**src/rtl/core/assert_macros.svh**
```systemverilog
// assertion macros shared by the deque core files
// expects a clock named clk and an active-low reset named rst_n in scope
`ifndef ASSERT_MACROS_SVH
`define ASSERT_MACROS_SVH

// property checked on every rising clock edge outside reset
`define ASSERT_CLK(lbl, prop, msg) \
    lbl: assert property (@(posedge clk) disable iff (!rst_n) (prop)) else $error(msg);

// property that must never hold outside reset
`define ASSERT_NEVER(lbl, prop, msg) \
    lbl: assert property (@(posedge clk) disable iff (!rst_n) !(prop)) else $error(msg);

`endif

```
**src/rtl/core/deq_pkg.sv**
```systemverilog
// types, constants and command codes for the deque core
// used by deq_cell, deq_ctrl and double_ended_queue_core
package deq_pkg;

    localparam int DEPTH = 16;
    localparam int CNT_W = $clog2(DEPTH + 1);
    localparam int WORD_W = 32;
    localparam int CMD_W = 3;

    typedef logic signed [WORD_W-1:0] word_t;
    typedef logic [CNT_W-1:0] count_t;

    typedef enum logic [CMD_W-1:0] {
        CMD_PUSH_BACK  = 3'd0,
        CMD_PUSH_FRONT = 3'd1,
        CMD_POP_BACK   = 3'd2,
        CMD_POP_FRONT  = 3'd3,
        CMD_QUERY      = 3'd4
    } cmd_t;

    // move requests common to every cell of the row
    typedef struct packed {
        logic shift_r;   // take the word of the cell toward the front
        logic shift_l;   // take the word of the cell toward the back
    } cell_ctrl_t;

    // outcome of the accepted command
    typedef struct packed {
        logic is_empty;  // queue empty after the command
        logic overflow;  // push dropped on full queue
        logic pop_hit;   // pop that returns a stored word
        logic pop_miss;  // pop on empty queue
    } deq_status_t;

endpackage

```
**src/rtl/core/deq_cell.sv**
```systemverilog
// one storage cell of the deque row: holds a word, loads it from the
// input or from either neighbor; uses deq_pkg
module deq_cell (
    input  logic               clk,
    input  deq_pkg::cell_ctrl_t ctrl,
    input  logic               wr_en,
    input  deq_pkg::word_t     data_in,
    input  deq_pkg::word_t     left_data,
    input  deq_pkg::word_t     right_data,
    output deq_pkg::word_t     data
);
    import deq_pkg::*;

    word_t data_reg;
    word_t data_next;

    always_comb
    begin
        priority if (wr_en)
            data_next = data_in;
        else if (ctrl.shift_r)
            data_next = left_data;
        else if (ctrl.shift_l)
            data_next = right_data;
        else
            data_next = data_reg;
    end

    always_ff @(posedge clk)
    begin
        data_reg <= data_next;
    end

    assign data = data_reg;

endmodule

```
**src/rtl/core/deq_ctrl.sv**
```systemverilog
// fill count and command decode for the deque row; drives the cell moves,
// the write and read selects and the result flags; uses deq_pkg and the macros
`include "assert_macros.svh"
module deq_ctrl (
    input  logic                     clk,
    input  logic                     rst_n,
    input  logic                     accept,
    input  logic [deq_pkg::CMD_W-1:0] cmd,
    output deq_pkg::cell_ctrl_t      ctrl,
    output logic [deq_pkg::DEPTH-1:0] wr_sel,
    output logic [deq_pkg::DEPTH-1:0] rd_sel,
    output deq_pkg::deq_status_t     status
);
    import deq_pkg::*;

    count_t count_reg;
    count_t count_next;
    logic   full;
    logic   empty;
    logic   push_back;
    logic   push_front;
    logic   pop_back;
    logic   pop_front;

    assign full  = (count_reg == CNT_W'(DEPTH));
    assign empty = (count_reg == '0);

    always_comb
    begin
        push_back  = 1'b0;
        push_front = 1'b0;
        pop_back   = 1'b0;
        pop_front  = 1'b0;
        unique case (cmd)
            CMD_PUSH_BACK:  push_back  = 1'b1;
            CMD_PUSH_FRONT: push_front = 1'b1;
            CMD_POP_BACK:   pop_back   = 1'b1;
            CMD_POP_FRONT:  pop_front  = 1'b1;
            default:        ;
        endcase
    end

    always_comb
    begin
        count_next = count_reg;
        if (accept && (push_back || push_front) && !full)
            count_next = count_reg + CNT_W'(1);
        else if (accept && (pop_back || pop_front) && !empty)
            count_next = count_reg - CNT_W'(1);
    end

    always_comb
    begin
        ctrl.shift_r = accept && push_front && !full;
        ctrl.shift_l = accept && pop_front && !empty;
        for (int i = 0; i < DEPTH; i++)
        begin
            // back write lands in the first free cell
            wr_sel[i] = accept && push_back && !full && (count_reg == CNT_W'(i));
            rd_sel[i] = !empty && ((pop_front && (i == 0)) ||
                                   (pop_back && (count_reg == CNT_W'(i + 1))));
        end
        status.is_empty = (count_next == '0);
        status.overflow = (push_back || push_front) && full;
        status.pop_hit  = (pop_back || pop_front) && !empty;
        status.pop_miss = (pop_back || pop_front) && empty;
    end

    always_ff @(posedge clk or negedge rst_n)
    begin
        if (!rst_n)
            count_reg <= '0;
        else
            count_reg <= count_next;
    end

    `ASSERT_CLK(a_count_range, count_reg <= CNT_W'(DEPTH), "fill count beyond depth")
    `ASSERT_CLK(a_idle_hold, !accept |=> $stable(count_reg), "count moved without a beat")
    `ASSERT_CLK(a_wr_onehot, $onehot0(wr_sel), "more than one cell written")
    `ASSERT_NEVER(a_ovf_grow, accept && status.overflow && (count_next != count_reg),
                  "dropped push changed the count")

endmodule

```
**src/rtl/core/double_ended_queue_core.sv**
```systemverilog
// top level of the deque core: a row of deq_cell words under deq_ctrl,
// with a registered result stage; uses deq_pkg and the macros
//
//  group  dir  tdata              tuser
//  s_*    in   data_in[31:0]      cmd[2:0]
//  m_*    out  data_out[31:0]     is_empty[0], overflow[1]
//
// one command per cycle unless a stalled result holds s_tready low; the result
// is registered and shows in the cycle after its beat is taken
// the front word always sits in the first cell; front pushes and pops move
// the whole row by one cell, back pushes and pops touch one cell only
// rst_n clears the fill count and the result valid flag; cell contents are kept
// a stalled result blocks the input only while it still waits on m_tready
`include "assert_macros.svh"
module double_ended_queue_core (
    input  logic        clk,
    input  logic        rst_n,
    input  logic        s_tvalid,
    output logic        s_tready,
    input  logic [31:0] s_tdata,   // data_in[31:0]
    input  logic [2:0]  s_tuser,   // cmd[2:0]
    output logic        m_tvalid,
    input  logic        m_tready,
    output logic [31:0] m_tdata,   // data_out[31:0]
    output logic [1:0]  m_tuser    // is_empty, overflow
);
    import deq_pkg::*;

    logic          accept;
    cell_ctrl_t    ctrl;
    logic [DEPTH-1:0] wr_sel;
    logic [DEPTH-1:0] rd_sel;
    deq_status_t   status;
    word_t         cell_q [DEPTH];
    word_t         rd_word;
    word_t         data_out_next;

    logic          out_valid_reg;
    logic          out_valid_next;
    word_t         out_data_reg;
    logic          out_empty_reg;
    logic          out_ovf_reg;

    assign s_tready = !out_valid_reg || m_tready;
    assign accept   = s_tvalid && s_tready;

    deq_ctrl u_ctrl (
        .clk    (clk),
        .rst_n  (rst_n),
        .accept (accept),
        .cmd    (s_tuser),
        .ctrl   (ctrl),
        .wr_sel (wr_sel),
        .rd_sel (rd_sel),
        .status (status)
    );

    for (genvar i = 0; i < DEPTH; i++)
    begin : g_cell
        word_t left_data;
        word_t right_data;

        if (i == 0)
        begin : g_first
            assign left_data = word_t'(s_tdata);
        end
        else
        begin : g_mid_l
            assign left_data = cell_q[i-1];
        end

        if (i == DEPTH - 1)
        begin : g_last
            assign right_data = cell_q[i];
        end
        else
        begin : g_mid_r
            assign right_data = cell_q[i+1];
        end

        deq_cell u_cell (
            .clk        (clk),
            .ctrl       (ctrl),
            .wr_en      (wr_sel[i]),
            .data_in    (word_t'(s_tdata)),
            .left_data  (left_data),
            .right_data (right_data),
            .data       (cell_q[i])
        );
    end

    // and-or pick of the selected cell
    always_comb
    begin
        rd_word = '0;
        for (int i = 0; i < DEPTH; i++)
            rd_word = rd_word | (cell_q[i] & {WORD_W{rd_sel[i]}});
    end

    always_comb
    begin
        priority if (status.pop_miss)
            data_out_next = '1;
        else if (status.pop_hit)
            data_out_next = rd_word;
        else
            data_out_next = '0;
    end

    always_comb
    begin
        priority if (accept)
            out_valid_next = 1'b1;
        else if (m_tready)
            out_valid_next = 1'b0;
        else
            out_valid_next = out_valid_reg;
    end

    always_ff @(posedge clk or negedge rst_n)
    begin
        if (!rst_n)
            out_valid_reg <= 1'b0;
        else
            out_valid_reg <= out_valid_next;
    end

    always_ff @(posedge clk)
    begin
        if (accept)
        begin
            out_data_reg  <= data_out_next;
            out_empty_reg <= status.is_empty;
            out_ovf_reg   <= status.overflow;
        end
    end

    assign m_tvalid = out_valid_reg;
    assign m_tdata  = out_data_reg;
    assign m_tuser  = {out_ovf_reg, out_empty_reg};

    `ASSERT_CLK(a_ovf_zero, m_tvalid && m_tuser[1] |-> m_tdata == '0, "dropped push with data")
    `ASSERT_CLK(a_ovf_full, m_tvalid && m_tuser[1] |-> !m_tuser[0], "overflow on empty queue")

endmodule

```
**config.mk**
```make
export PLATFORM = sky130hd
export DESIGN_NAME = double_ended_queue_core
export DESIGN_NICKNAME = d
export VERILOG_FILES = /design/src/rtl/core/deq_pkg.sv /design/src/rtl/core/deq_cell.sv /design/src/rtl/core/deq_ctrl.sv /design/src/rtl/core/double_ended_queue_core.sv
export VERILOG_INCLUDE_DIRS = /design/src /design/src/rtl/core
export SDC_FILE = /design/constraint.sdc
export NUM_CORES = 1
export LEC_CHECK = 0
export BUFFER_PORTS_ARGS = -buffer_cell sky130_fd_sc_hd__buf_2
export CAP_MARGIN = 25
export CORE_ASPECT_RATIO = 1.4
export CORE_MARGIN = 8
export CORE_UTILIZATION = 40
export CTS_CLUSTER_DIAMETER = 50
export CTS_CLUSTER_SIZE = 20
export DETAILED_ROUTE_END_ITERATION = 10
export PLACE_DENSITY = 0.59
export SETUP_SLACK_MARGIN = 0.15
export SLEW_MARGIN = 20
export SYNTH_ARGS = -nofsm -noshare
export SYNTH_HDL_FRONTEND = slang
export SYNTH_SLANG_ARGS = --single-unit
```
**constraint.sdc**
```tcl
create_clock -name clk -period 8.3 [get_ports clk]
set_clock_uncertainty 0.15 [all_clocks]
set_input_delay 0.415 -clock clk [delete_from_list [all_inputs] [get_ports clk]]
set_output_delay 0.415 -clock clk [all_outputs]
set_load 0.01 [all_outputs]
```
# Yosys cells after proc, flatten, opt, wreduce, memory -nomap -nowiden
# Index checks and enable logic that the tools add are counted.
totals:
  regBits: 552
  input_bits: 39
  elab_cells: 218
classes:
  addsub: 2
  eq_ne: 19
  mux: 56
  bitwise: 31
  reduce_logical: 89
op_table:
  columns: ["operator", "count"]
  rows:
  - ["32-bit two-way mux", 48]
  - ["32-bit bitwise AND", 16]
  - ["32-bit OR", 15]
  - ["1-bit logical AND", 62]
  - ["3-bit nonzero test", 15]
  - ["5-bit by 4-bit == test with 1-bit output (second input constant)", 8]
  - ["5-bit by 3-bit == test with 1-bit output (second input constant)", 4]
  - ["5-bit by 2-bit == test with 1-bit output (second input constant)", 2]
  - ["5-bit zero test", 2]
  - ["5-bit two-way mux", 2]
  - ["3-bit by 2-bit == test with 1-bit output (second input constant)", 2]
  - ["1-bit two-way mux", 6]
  - ["5-bit by 1-bit adder with 5-bit output (second input constant)", 1]
  - ["5-bit by 1-bit == test with 1-bit output (second input constant)", 1]
  - ["5-bit == test (second input constant)", 1]
  - ["5-bit by 1-bit subtractor with 5-bit output (second input constant)", 1]
  - ["1-bit logical OR", 4]
  - ["2-bit nonzero test", 2]
  - ["3-bit by 1-bit == test with 1-bit output (second input constant)", 1]
  - ["1-bit zero test", 3]
  - ["3-bit zero test", 1]

# Depth between registers and ports, before layout
depth:
  depth_word: 22
  ltp_mapped: 13

# By module
# Synthesis repeated with hierarchy kept, for this count alone.
unflattened:
  cells_unflattened: 2769
  area_unflattened_um2: 31908.1
modules_own_cells:
  columns: ["module", "n_inst", "cells_per_inst", "area_per_inst_um2", "seq_area_each_um2"]
  rows:
  - ["deq_cell", 16, 140, 1672.9, 960.9]
  - ["double_ended_queue_core", 1, 414, 4337.9, 1046.0]
  - ["deq_ctrl", 1, 115, 804.5, 125.1]

# Worst setup path after synthesis
# Ideal clock, no wire load.
synth_path:
  path_type: "reg2reg"
  from: "register u_ctrl.count_reg[1]"
  to: "register g_cell[15].u_cell.data_reg[0], enable pin"
  setup_time_ps: 389
  arrival_ps: 2925
  t_required_ps: 7761
  setup_slack_ps: 4836
  stages_incl_launch_ff: 11
  n_path_buf: 5
  path_cell_list: "dfrtp_1 -> ha_1 -> clkbuf_1 -> clkbuf_1 -> clkbuf_1 -> and3_1 -> ha_1 -> clkbuf_1 -> nand2_2 -> buf_6 -> nand2_1"
synth_via:
  elab_chain_len: 5
  elab_cells_between_ends: 7
  classes_between: "2 x eq/ne; 5 x reduce/logical"
synth_lines:
  columns: ["item", "line_no", "rtl"]
  rows:
  - ["from (decl)", "deq_ctrl.sv:16", "count_t count_reg;"]
  - ["from (signal assigned)", "deq_ctrl.sv:74", "count_reg <= count_next;"]
  - ["5-bit == test", "deq_ctrl.sv:25", "assign full = (count_reg == CNT_W'(DEPTH));"]
  - ["1-bit zero test", "deq_ctrl.sv:54, deq_ctrl.sv:59", null]
  - ["1-bit logical AND (2 in series)", "deq_ctrl.sv:59", "wr_sel[i] = accept && push_back && !full && (count_reg == CNT_W'(i));"]
  - ["2-bit nonzero test (no line) (*)", null, null]
  - ["to (signal assigned)", "deq_cell.sv:31", "data_reg <= data_next;"]
  - ["to (decl)", "deq_cell.sv:14", "word_t data_reg;"]
# Every way passes the cells marked *; elsewhere a longest branch is shown, timed or not.
# A chain may end at the register's enable or synchronous reset.

# Final worst setup path
layout_path:
  from: "register u_ctrl.count_reg[0]"
  to: "register g_cell[13].u_cell.data_reg[20], enable pin"
layout_via:
  elab_chain_len: 5
  elab_cells_between_ends: 10
  classes_between: "2 x eq/ne; 8 x reduce/logical"
layout_lines:
  columns: ["item", "line_no"]
  rows:
  - ["5-bit == test", "deq_ctrl.sv:25"]
  - ["1-bit zero test", "deq_ctrl.sv:54, deq_ctrl.sv:59"]
  - ["1-bit logical AND (2 in series)", "deq_ctrl.sv:59"]
  - ["3-bit nonzero test (no line) (*)", null]
  - ["to (signal assigned)", "deq_cell.sv:31"]
  - ["to (decl)", "deq_cell.sv:14"]
# Marks and branches as above.

==> results.yml <==
run_status:
  outcome: "completed"
die:
  dieArea_sq_um: 86900
  die_w_microns: 251
  pin_count: 75
  start_util_pct: 40.1
  core_sq_um: 77400
  die_h_microns: 346
  fp-row-count: 121
layout:
  largest_register_ffs: 512
  nNetsFinal: 2907
  multi_input_area_sq_um: 13300
  nFillCells: 7178
  area_growth_pct: 9.10
  fin_area_sq_um: 33900
  drive_gt1_share_pct: 12.2
  register_area_sq_um: 16500
sta:
  slew_violations: 0
  max_slew_margin_pct: 18.0
  max_clock_freq_ghz: 0.217
  fin_crit_ns: 4.60
  fin_setup_tns_ns: 0
  rsz0062_at_grt: "no"
  min_period_over_period_pct: 55.4
  finalSetupViolCount: 0
  fin_ws_ns: 3.70
  worst_pin_slew_ns: 1.23
  report.final.hold_viol_count: 0
synth:
  synth_top_area_share_pct: 52.8
  ys.warnings.count: 0
  ys_types: 66
  synth_commonest_cells: "nand2_1, edfxtp_1, mux2i_1, o21ai_0, o21ai_1"
  netlist_instances: 2947
  seq_area_frac_synth_pct: 53.3
  ys_ff_latch: 552
  ys.flop_type: "edfxtp_1"
  synth.most_common_cell: "nand2_1"
  netlist_top_cells_area: "edfxtp_1, mux2i_1, nand2_1, o21ai_0, a22oi_1"
  synth.avg_cell_area_sq_um: 10.5
  synth_edf_count: 546
  synthArstFlopShare_pct: 1.09
  syn_area_sq_um: 31000
  yosys.area.top_type: "edfxtp_1"
  syn_nets: 2992
detailed_routing:
  wl_microns: 124000
  remaining_drc_errors: 0
  wire_per_inst_microns: 31.4
  viasPerCell: 6.46
  ant_nets: 0
  drt_iter0_markers: 3896
  vias: 25484
  first_pass_iters: 7
pwr:
  internal_power_uw: 4980
  swShare_pct: 33.7
  powerDensity_nw_per_um2: 222
  ir_worst_vdd_v: 0.000163
  p_sw_uw: 2530
  seqPwrFrac_pct: 44.4
  clockPowerShare_pct: 32.8
  leakage_uw: 0.0103
  pwr-share-comb_pct: 22.8
global_routing:
  antenna_found_initial: 4
  overflow: 0
  track_usage_pct: 27.5
  grt_pass1_vias: 24768
  grt_use_met1_pct: 32.9
  grt_max_degree: 134
  top_usage_layer: "met2"
  use_met3_pct: 6.16
  grtUsageMet2_pct: 43.9
  grt_first_pass_wirelength_microns: 177000
clock_tree:
  cts_tree: "done"
  htree_levels: 2
  clock-sinks: 552
  clock_latency_ns: 0.64
  cts-root-buf: "clkbuf_16"
  cts_buffers: 46
  clock_path_buffers: 3
  path_clk_slew_ns: 0.09
  cts_resized: 0
setup_path:
  critPathLaunchType: "register"
  end_kind: "register"
  crit_type: "register to register"
  r2r_cells: 9
  cp_data_arrival_time_ns: 4.79
  cp_data_required_time_ns: 8.49
  crit_fanout: 50
placed_design:
  port-buffer-count: 74
  dp_hpwl_microns: 77100
  pre_cts_slack_ns: 3.86
  place_congestion: 0.957
  placed_cell_area_sq_um: 32100
flow_run:
  max_cap_viol_count: 0
min_path:
  hp-class: "input port to async pin"
placed cells by master, fill, tap and decap left out, types with 7 or more instances in the layout:
cell type,synthesis,final
a222oi_1,14,14
mux2i_1,377,377
a21oi_1,42,42
a211oi_1,10,10
a22o_1,23,23
mux2_2,69,69
clkbuf_16,0,49
nor3_2,2,10
nand2_1,578,572
nor2_1,148,144
a221oi_1,16,16
o21ai_0,206,206
nand3_1,29,26
o22ai_1,45,45
a22oi_1,129,129
a31oi_1,114,114
o21ai_1,179,179
a2111oi_0,16,16
buf_2,100,74
edfxtp_1,546,546
nand2b_2,0,12
nor4_1,8,7
buf_4,37,64
final timing paths:
check	from	endpoint	slack [ns]
setup / recovery	u_ctrl.count_reg[0]	g_cell[13].u_cell.data[20]	3.70
hold / removal	rst_n	u_ctrl.count_reg[1]	0.04
setup reg to reg	u_ctrl.count_reg[0]	g_cell[13].u_cell.data[20]	3.70
hold reg to reg	g_cell[1].u_cell.data[29]	g_cell[0].u_cell.data[29]	0.47
max in group asynchronous	rst_n	u_ctrl.count_reg[3]	7.73
min in group clk	s_tvalid	m_tvalid	0.06
repair_timing:
item,in CTS,in global routing
setup endpoints to repair,0,0
hold buffers,1,0
hold endpoints to repair,6,0
buffers inserted,0,0
cells by family after synthesis:
group	synth area share [%]
adder cells (fa/ha/maj)	0.242
AND/OR/NAND/NOR	11.0
flip-flops	53.3
multiplexers	14.7
XOR/XNOR	0.113
AO/OA/AOI/OAI	16.1
buffers and inverters	4.56
metrics by stage:
step / util, % / hold slack, ns / cells / total power, uW
after floorplan: - / -0.0306 / 2947 / 4290
after global placement: 41.4 / 0.157 / 3851 / 5010
after detailed placement: 41.5 / 0.150 / 3854 / 5030
after CTS: 43.7 / 0.0136 / 3940 / 7470
after global routing: 43.8 / 0.0367 / 3946 / 7650
final: 43.8 / 0.0353 / 3946 / 7520
critical path, cell delays in order, from the launching register on:
cell and delay [ns]:
dfrtp_1 0.44, inv_1 0.17, ha_2 0.20, buf_4 0.70, or4b_1 0.53, nand4_1 0.16
nand2_1 0.12, nand2_1 0.67, nand2b_2 0.65, buf_4 0.47
layer usage:
layer	vias up	routed length, microns	part of all wire (%)
met5	-	14	0.011
met4	2	9860	8.0
met3	497	13300	11
met2	1792	56600	46
met1	12320	44100	36
li1	10873	-	-
final cells by class:
| type | instances | share of cell area, % |
|---|---|---|
| Sequential cell | 552 | 48.9 |
| Multi-Input combinational cell | 2108 | 39.3 |
| Tap cell | 1045 | 3.86 |
| Clock buffer | 54 | 3.68 |
| Timing Repair Buffer | 148 | 3.05 |
| Clock inverter | 31 | 1.16 |
| Inverter | 6 | 0.0665 |
| Antenna cell | 2 | 0.0148 |
power groups by stage:
stage	logic, uW	registers, uW	clock network [uW]
finish	1710	3340	2470
global route	1730	3350	2570
CTS	1640	3330	2490
detailed placement	1640	3390	0
global placement	1620	3390	0
floorplan	949	3340	0
Note: power is estimated with default switching activity, not from simulation.
